==> config.mk <==
export PLATFORM = sky130hd
export DESIGN_NAME = double_ended_queue_flat
export DESIGN_NICKNAME = d
export VERILOG_FILES = /design/src/rtl/core/deq_pkg.sv /design/src/rtl/core/deq_if.sv /design/src/rtl/core/double_ended_queue.sv /design/src/rtl/core/deq_ram.sv /design/src/flat_wrapper.sv
export SDC_FILE = /design/constraint.sdc
export NUM_CORES = 1
export LEC_CHECK = 0
export BUFFER_PORTS_ARGS = -buffer_cell sky130_fd_sc_hd__buf_2
export CAP_MARGIN = 20
export CORE_UTILIZATION = 45
export CTS_CLUSTER_DIAMETER = 150
export CTS_CLUSTER_SIZE = 10
export DETAILED_ROUTE_END_ITERATION = 16
export SYNTH_ARGS = -nofsm -noshare
export SYNTH_HDL_FRONTEND = slang
export SYNTH_HIERARCHICAL = 1
export SYNTH_SLANG_ARGS = --single-unit
export TNS_END_PERCENT = 50
==> constraint.sdc <==
create_clock -name clk -period 5.1 [get_ports clk]
set_input_delay 1.02 -clock clk [delete_from_list [all_inputs] [get_ports clk]]
set_output_delay 1.02 -clock clk [all_outputs]
set_load 0.05 [all_outputs]
==> src/rtl/core/deq_pkg.sv <==
// ---------------------------------------------------------------------------
// deq_pkg
// Widths, operation codes and error codes of the double-ended queue.
// ---------------------------------------------------------------------------
package deq_pkg;

    localparam int DEPTH_DEFAULT = 16;

    localparam int FUNC_W  = 3;
    localparam int DATA_W  = 32;
    localparam int COUNT_W = 5;
    localparam int ERR_W   = 2;

    // operation codes; unused codes act as status only
    localparam logic [FUNC_W-1:0] OP_PUSH_FRONT = 3'd0;
    localparam logic [FUNC_W-1:0] OP_PUSH_BACK  = 3'd1;
    localparam logic [FUNC_W-1:0] OP_POP_FRONT  = 3'd2;
    localparam logic [FUNC_W-1:0] OP_POP_BACK   = 3'd3;
    localparam logic [FUNC_W-1:0] OP_STATUS     = 3'd4;

    localparam logic [ERR_W-1:0] ERR_OK    = 2'd0;
    localparam logic [ERR_W-1:0] ERR_EMPTY = 2'd1;
    localparam logic [ERR_W-1:0] ERR_FULL  = 2'd2;

endpackage

==> src/rtl/core/deq_if.sv <==
// ---------------------------------------------------------------------------
// deq_if
// Valid/ready channels of the queue: request beats and response beats.
// ---------------------------------------------------------------------------
interface deq_req_if;
    logic                                    valid;
    logic                                    ready;
    logic        [deq_pkg::FUNC_W-1:0]       func;
    logic signed [deq_pkg::DATA_W-1:0]       data_value;

    modport source (output valid, output func, output data_value, input ready);
    modport sink   (input valid, input func, input data_value, output ready);
endinterface

interface deq_rsp_if;
    logic                                    valid;
    logic                                    ready;
    logic signed [deq_pkg::DATA_W-1:0]       front_value;
    logic signed [deq_pkg::DATA_W-1:0]       back_value;
    logic                                    is_empty;
    logic                                    is_full;
    logic        [deq_pkg::COUNT_W-1:0]      entry_count;
    logic        [deq_pkg::ERR_W-1:0]        error_code;

    modport source (output valid, output front_value, output back_value,
                    output is_empty, output is_full, output entry_count,
                    output error_code, input ready);
    modport sink   (input valid, input front_value, input back_value,
                    input is_empty, input is_full, input entry_count,
                    input error_code, output ready);
endinterface

==> src/rtl/core/double_ended_queue.sv <==
// ---------------------------------------------------------------------------
// double_ended_queue
// Bounded deque of signed 32-bit values kept as a ring in a RAM.
// ---------------------------------------------------------------------------
//  channel | dir | fields                                   | beat
//  --------+-----+------------------------------------------+------------------
//  req     | in  | func, data_value                         | one operation
//  rsp     | out | front_value, back_value, is_empty,       | one result per
//          |     | is_full, entry_count, error_code         | request
//
//  Steps per item with the response side free: accept (pointer update and
//  RAM write), read issue, response load. The RAM's registered read must
//  follow the write of the same item; no new request is taken meanwhile.
//  Reset: head and count clear; the entry RAM is not cleared (an empty
//  queue reports zero values). req.ready is high straight out of reset.
//  Stalls: a result waits in the output register while the next request is
//  accepted; that request holds in its response step until the slot frees.
// ---------------------------------------------------------------------------
module double_ended_queue #(
    parameter int DEPTH = deq_pkg::DEPTH_DEFAULT
) (
    input  logic        clk,
    input  logic        rst_n,
    deq_req_if.sink     req,
    deq_rsp_if.source   rsp
);

    localparam int PTR_W = $clog2(DEPTH);
    localparam int CNT_W = $clog2(DEPTH + 1);
    localparam int SUM_W = PTR_W + 1;

    localparam logic [PTR_W-1:0] PTR_LAST  = PTR_W'(DEPTH - 1);
    localparam logic [CNT_W-1:0] CNT_FULL  = CNT_W'(DEPTH);
    localparam logic [SUM_W-1:0] SUM_DEPTH = SUM_W'(DEPTH);

    typedef enum logic [1:0] {ST_IDLE, ST_READ, ST_RESP} state_t;

    // control state
    state_t                          state_reg, state_next;
    logic [PTR_W-1:0]                head_reg, head_next;
    logic [CNT_W-1:0]                occ_reg, occ_next;
    logic [deq_pkg::ERR_W-1:0]       err_reg, err_next;

    // response register
    logic                            rsp_valid_reg, rsp_valid_next;
    logic [deq_pkg::DATA_W-1:0]      front_reg, front_next;
    logic [deq_pkg::DATA_W-1:0]      back_reg, back_next;
    logic                            empty_reg, empty_next;
    logic                            full_reg, full_next;
    logic [deq_pkg::COUNT_W-1:0]     count_reg, count_next;
    logic [deq_pkg::ERR_W-1:0]       code_reg, code_next;

    // RAM side
    logic                            wr_en;
    logic [PTR_W-1:0]                wr_addr;
    logic                            rd_en;
    logic [PTR_W-1:0]                back_addr;
    logic [deq_pkg::DATA_W-1:0]      rd_front;
    logic [deq_pkg::DATA_W-1:0]      rd_back;

    // ring arithmetic
    logic                            accept;
    logic                            q_empty;
    logic                            q_full;
    logic [PTR_W-1:0]                head_dec;
    logic [PTR_W-1:0]                head_inc;
    logic [SUM_W-1:0]                tail_sum;
    logic [PTR_W-1:0]                tail_addr;
    logic [SUM_W-1:0]                back_sum;
    logic                            load_rsp;
    logic [CNT_W+deq_pkg::COUNT_W-1:0] count_wide;

    assign req.ready = (state_reg == ST_IDLE);
    assign accept    = req.valid && req.ready;

    assign q_empty = (occ_reg == '0);
    assign q_full  = (occ_reg == CNT_FULL);

    assign head_dec = (head_reg == '0) ? PTR_LAST : head_reg - PTR_W'(1);
    assign head_inc = (head_reg == PTR_LAST) ? '0 : head_reg + PTR_W'(1);

    // slot past the back entry; only used when not full, so sum < 2*DEPTH
    assign tail_sum  = {1'b0, head_reg} + SUM_W'(occ_reg);
    assign tail_addr = (tail_sum >= SUM_DEPTH) ? PTR_W'(tail_sum - SUM_DEPTH)
                                               : PTR_W'(tail_sum);

    // back entry; only meaningful when occupied
    assign back_sum  = {1'b0, head_reg} + SUM_W'(occ_reg) - SUM_W'(1);
    assign back_addr = (back_sum >= SUM_DEPTH) ? PTR_W'(back_sum - SUM_DEPTH)
                                               : PTR_W'(back_sum);

    assign rd_en    = (state_reg == ST_READ);
    assign load_rsp = (state_reg == ST_RESP) && (!rsp_valid_reg || rsp.ready);

    assign count_wide = (CNT_W + deq_pkg::COUNT_W)'(occ_reg);

    // operation decode and pointer update at accept
    always_comb
    begin
        head_next = head_reg;
        occ_next  = occ_reg;
        err_next  = err_reg;
        wr_en     = 1'b0;
        wr_addr   = tail_addr;
        if (accept)
        begin
            err_next = deq_pkg::ERR_OK;
            unique case (req.func)
                deq_pkg::OP_PUSH_FRONT:
                begin
                    if (q_full)
                    begin
                        err_next = deq_pkg::ERR_FULL;
                    end
                    else
                    begin
                        wr_en     = 1'b1;
                        wr_addr   = head_dec;
                        head_next = head_dec;
                        occ_next  = occ_reg + CNT_W'(1);
                    end
                end
                deq_pkg::OP_PUSH_BACK:
                begin
                    if (q_full)
                    begin
                        err_next = deq_pkg::ERR_FULL;
                    end
                    else
                    begin
                        wr_en    = 1'b1;
                        occ_next = occ_reg + CNT_W'(1);
                    end
                end
                deq_pkg::OP_POP_FRONT:
                begin
                    if (q_empty)
                    begin
                        err_next = deq_pkg::ERR_EMPTY;
                    end
                    else
                    begin
                        head_next = head_inc;
                        occ_next  = occ_reg - CNT_W'(1);
                    end
                end
                deq_pkg::OP_POP_BACK:
                begin
                    if (q_empty)
                    begin
                        err_next = deq_pkg::ERR_EMPTY;
                    end
                    else
                    begin
                        occ_next = occ_reg - CNT_W'(1);
                    end
                end
                default:
                begin
                    // status only, also for unused codes
                    err_next = deq_pkg::ERR_OK;
                end
            endcase
        end
    end

    // sequencing and response register
    always_comb
    begin
        state_next     = state_reg;
        rsp_valid_next = rsp_valid_reg;
        front_next     = front_reg;
        back_next      = back_reg;
        empty_next     = empty_reg;
        full_next      = full_reg;
        count_next     = count_reg;
        code_next      = code_reg;

        if (rsp_valid_reg && rsp.ready)
        begin
            rsp_valid_next = 1'b0;
        end

        unique case (state_reg)
            ST_IDLE:
            begin
                if (accept)
                begin
                    state_next = ST_READ;
                end
            end
            ST_READ:
            begin
                state_next = ST_RESP;
            end
            ST_RESP:
            begin
                if (load_rsp)
                begin
                    state_next     = ST_IDLE;
                    rsp_valid_next = 1'b1;
                    front_next     = q_empty ? '0 : rd_front;
                    back_next      = q_empty ? '0 : rd_back;
                    empty_next     = q_empty;
                    full_next      = q_full;
                    count_next     = count_wide[deq_pkg::COUNT_W-1:0];
                    code_next      = err_reg;
                end
            end
            default:
            begin
                state_next = ST_IDLE;
            end
        endcase
    end

    always_ff @(posedge clk or negedge rst_n)
    begin
        if (!rst_n)
        begin
            state_reg     <= ST_IDLE;
            head_reg      <= '0;
            occ_reg       <= '0;
            err_reg       <= deq_pkg::ERR_OK;
            rsp_valid_reg <= 1'b0;
        end
        else
        begin
            state_reg     <= state_next;
            head_reg      <= head_next;
            occ_reg       <= occ_next;
            err_reg       <= err_next;
            rsp_valid_reg <= rsp_valid_next;
        end
    end

    // payload, no reset
    always_ff @(posedge clk)
    begin
        front_reg <= front_next;
        back_reg  <= back_next;
        empty_reg <= empty_next;
        full_reg  <= full_next;
        count_reg <= count_next;
        code_reg  <= code_next;
    end

    // front entry sits at head, back entry at head + count - 1
    deq_ram #(
        .WIDTH (deq_pkg::DATA_W),
        .DEPTH (DEPTH)
    ) u_deq_ram (
        .clk       (clk),
        .wr_en     (wr_en),
        .wr_addr   (wr_addr),
        .wr_data   (req.data_value),
        .rd_en     (rd_en),
        .rd_addr_a (head_reg),
        .rd_addr_b (back_addr),
        .rd_data_a (rd_front),
        .rd_data_b (rd_back)
    );

    assign rsp.valid       = rsp_valid_reg;
    assign rsp.front_value = front_reg;
    assign rsp.back_value  = back_reg;
    assign rsp.is_empty    = empty_reg;
    assign rsp.is_full     = full_reg;
    assign rsp.entry_count = count_reg;
    assign rsp.error_code  = code_reg;

endmodule

==> src/rtl/core/deq_ram.sv <==
// ---------------------------------------------------------------------------
// deq_ram
// Generic RAM: one write port, two read ports, registered read data.
// ---------------------------------------------------------------------------
module deq_ram #(
    parameter int WIDTH = deq_pkg::DATA_W,
    parameter int DEPTH = deq_pkg::DEPTH_DEFAULT
) (
    input  logic                     clk,
    input  logic                     wr_en,
    input  logic [$clog2(DEPTH)-1:0] wr_addr,
    input  logic [WIDTH-1:0]         wr_data,
    input  logic                     rd_en,
    input  logic [$clog2(DEPTH)-1:0] rd_addr_a,
    input  logic [$clog2(DEPTH)-1:0] rd_addr_b,
    output logic [WIDTH-1:0]         rd_data_a,
    output logic [WIDTH-1:0]         rd_data_b
);

    logic [WIDTH-1:0] mem [DEPTH];
    logic [WIDTH-1:0] rd_a_reg;
    logic [WIDTH-1:0] rd_b_reg;

    always_ff @(posedge clk)
    begin
        if (wr_en)
        begin
            mem[wr_addr] <= wr_data;
        end
        // read data holds until the next read
        if (rd_en)
        begin
            rd_a_reg <= mem[rd_addr_a];
            rd_b_reg <= mem[rd_addr_b];
        end
    end

    assign rd_data_a = rd_a_reg;
    assign rd_data_b = rd_b_reg;

endmodule

==> src/flat_wrapper.sv <==
// flat-port wrapper written by rule: the top's interface ports become plain ports
module double_ended_queue_flat 
#(
    parameter int DEPTH = deq_pkg::DEPTH_DEFAULT
)
  (clk, rst_n, req_valid, req_func, req_data_value, req_ready, rsp_valid, rsp_front_value, rsp_back_value, rsp_is_empty, rsp_is_full, rsp_entry_count, rsp_error_code, rsp_ready);
  deq_req_if req_i ();
  deq_rsp_if rsp_i ();
  input  logic clk;
  input  logic rst_n;
  input wire logic [$bits(req_i.valid)-1:0] req_valid;
  input wire logic [$bits(req_i.func)-1:0] req_func;
  input wire logic [$bits(req_i.data_value)-1:0] req_data_value;
  output wire logic [$bits(req_i.ready)-1:0] req_ready;
  output wire logic [$bits(rsp_i.valid)-1:0] rsp_valid;
  output wire logic [$bits(rsp_i.front_value)-1:0] rsp_front_value;
  output wire logic [$bits(rsp_i.back_value)-1:0] rsp_back_value;
  output wire logic [$bits(rsp_i.is_empty)-1:0] rsp_is_empty;
  output wire logic [$bits(rsp_i.is_full)-1:0] rsp_is_full;
  output wire logic [$bits(rsp_i.entry_count)-1:0] rsp_entry_count;
  output wire logic [$bits(rsp_i.error_code)-1:0] rsp_error_code;
  input wire logic [$bits(rsp_i.ready)-1:0] rsp_ready;
  assign req_i.valid = req_valid;
  assign req_i.func = req_func;
  assign req_i.data_value = req_data_value;
  assign req_ready = req_i.ready;
  assign rsp_valid = rsp_i.valid;
  assign rsp_front_value = rsp_i.front_value;
  assign rsp_back_value = rsp_i.back_value;
  assign rsp_is_empty = rsp_i.is_empty;
  assign rsp_is_full = rsp_i.is_full;
  assign rsp_entry_count = rsp_i.entry_count;
  assign rsp_error_code = rsp_i.error_code;
  assign rsp_i.ready = rsp_ready;
  double_ended_queue #(.DEPTH(DEPTH)) u_core (.clk(clk), .rst_n(rst_n), .req(req_i), .rsp(rsp_i));
endmodule
==> results.ini <==
[place]
place_hpwl_mm=36.36
port-buffer-count=113
place_ws_ns=0.6802
gp_congestion=0.7589

[die]
die_w_microns=254.0
initial_core_util=0.4540
dieArea_sq_mm=0.06453
row_count=92
coreArea_sq_mm=0.06297
ioPinCount=114
die_h_microns=254.0

[synth]
yosys_warnings=6
syn-instance-count=1402
synth_area_sq_mm=0.02858
yosysUniqueCellTypes=44
ys_ff_latch=663
ys.flop_type=edfxtp_1
syn_nets=1453
syn_avg_cell_area_sq_um=20.39
seq_area_frac_synth=0.6941
synth-async-reset-ratio=0.02112
synth_edf_count=649

[cts]
cts_resized=0
cts_tree=done
cts_root_buffer=clkbuf_16
clock_latency_ns=0.61
cts_setup_buffers=0
cts_hold_buf=0
cts_max_path_buffers=3
h-tree-depth=3
clkTransAtPathRegs_ns=0.06
cts_made_buffers=76
clock-sinks=663

[global_routing]
grt_start_max_net_pins=96
grt_pass1_wl_mm=99.14
grt_antenna_before_repair=1
overflow=0
grt_pass1_vias=15480
track_usage=0.2132

[layout]
drive_above_1_share=0.3404
n_antenna_cell=0
layout_common_cells=649 x edfxtp_1, 256 x mux4_2, 128 x a22oi_1, 113 x buf_2, 78 x clkbuf_16
largest-register=u_core/u_deq_ram/mem
final_common_cell=edfxtp_1
area_growth_pct=13.71
nFillCells=4949
fin_nets=1588
largest_reg_flops=512

[sta]
period_minus_slack_ns=3.805
final_max_slew_viol_count=0
post-route-period-util=0.7460
rsz0062_at_grt=no
final-setup-viol-count=0
max_slew.worst_pin.slew_ns=1.001
finalHoldViolations=0
skew_ns=0.02296
setup_ws_ns=1.295
slew-limit-headroom=0.3328
fmax_mhz=262.8

[routing]
drt-met1-wl_mm=27.78
via_per_inst=6.058
top_layer=met5
wl_met2_mm=33.46
met3_length_mm=3.264
drtAntennaViolNets=0
first_iter_violations=1160
drc=0
wl_mm=65.91
vias=14540
drt-wirelength-per-cell_microns=27.46
firstDrtPassIters=5

[setup_path]
path_max_fanout=25
critical_path_class=in2reg
slowest_stage=mux2i_1
startpoint_type=input pin
crit_path_end_kind=flop
crit_chain=buf_2 -> or4b_4 -> nor4_4 -> mux2i_1 -> nand2_1 -> nor2_4 -> buf_12
crit_required_ns=5.39
cpPeakStageDelay_ns=0.81
crit_arrival_ns=4.09

[min_path]
hp-class=in2async

[job]
maxCapViolCount=0

[outcome]
status=finished, final reports clean

==> path summary, 6_finish.rpt <==
check                      cells after the start  slack [ns]                      endpoint                from
setup reg to reg                               6        1.30  u_core/u_deq_ram/mem[11][15]  u_core/head_reg[1]
hold reg to reg                                0        0.45      u_core/rsp.error_code[0]   u_core/err_reg[0]
hold / removal                                 1        0.30            u_core/head_reg[0]               rst_n
max in group asynchronous                      1        4.51            u_core/head_reg[1]               rst_n
min in group clk                               0        0.45      u_core/rsp.error_code[0]   u_core/err_reg[0]
setup / recovery                               7        1.30  u_core/u_deq_ram/mem[11][15]         req_func[2]
==> metal layers <==
metal	GRT usage	vias up
li1	-	6187
met1	0.2885	7864
met2	0.3557	391
met3	0.03728	96
met4	0.06059	2
met5	0	-
==> cells in the mapped netlist, drive strengths merged (7+ instances only) <==
cell / number / area share
o21ai: 7 / 0.0014
clkbuf: 36 / 0.0047
ha: 10 / 0.0044
mux2i: 7 / 0.0025
dfrtp: 14 / 0.012
mux4: 256 / 0.20
a22oi: 128 / 0.034
buf: 61 / 0.012
edfxtp: 649 / 0.68
nand2: 72 / 0.0095
nor2: 20 / 0.0026
inv: 10 / 0.0013
xnor2: 7 / 0.0021
nor2b: 71 / 0.016
==> final cells by class <==
cell class,instances,area [sq um],share of cell area
inverters,10,47.55,0.001463
clock buffers,90,1997,0.06144
flip-flops and latches,663,19850,0.6106
clock inverters,5,62.56,0.001925
well taps,846,1059,0.03257
repair buffers,154,1061,0.03264
multi-input cells,632,8431,0.2594
==> per-stage QoR <==
stage	instances	utilization	area, sq um	hold slack (ns)	TNS [ns]
6_report	2400	0.5162	32500	0.2998	0
5_1_grt	2400	0.5162	32500	0.3045	0
2_1_floorplan	1402	-	28590	0.4253	-0.7051
4_1_cts	2399	0.5159	32480	0.2789	0
3_3_place_gp	2304	0.4832	30420	0.4369	0
3_5_place_dp	2304	0.4832	30420	0.4343	0
==> logic make-up after synthesis <==
| group | count (synthesis) | synth area share |
|---|---|---|
| muxes | 264 | 0.2047 |
| DFF | 663 | 0.6941 |
| adders and majority gates | 12 | 0.005778 |
| AOI/OAI and AO/OA | 154 | 0.03983 |
| buffers and inverters | 107 | 0.01773 |
| and+or+nand+nor | 190 | 0.03423 |
| xor gates and xnor gates | 12 | 0.003677 |
==> critical path, delay by kind of cell <==
kind,cells,cell delay [ns]
muxes,1,0.81
and+or+nand+nor,4,1.84
buffers and inverters,2,0.39
Power is left out: the tool's default activity adds up to more than one toggle a clock period on the data nets, which glitch-free logic cannot reach.
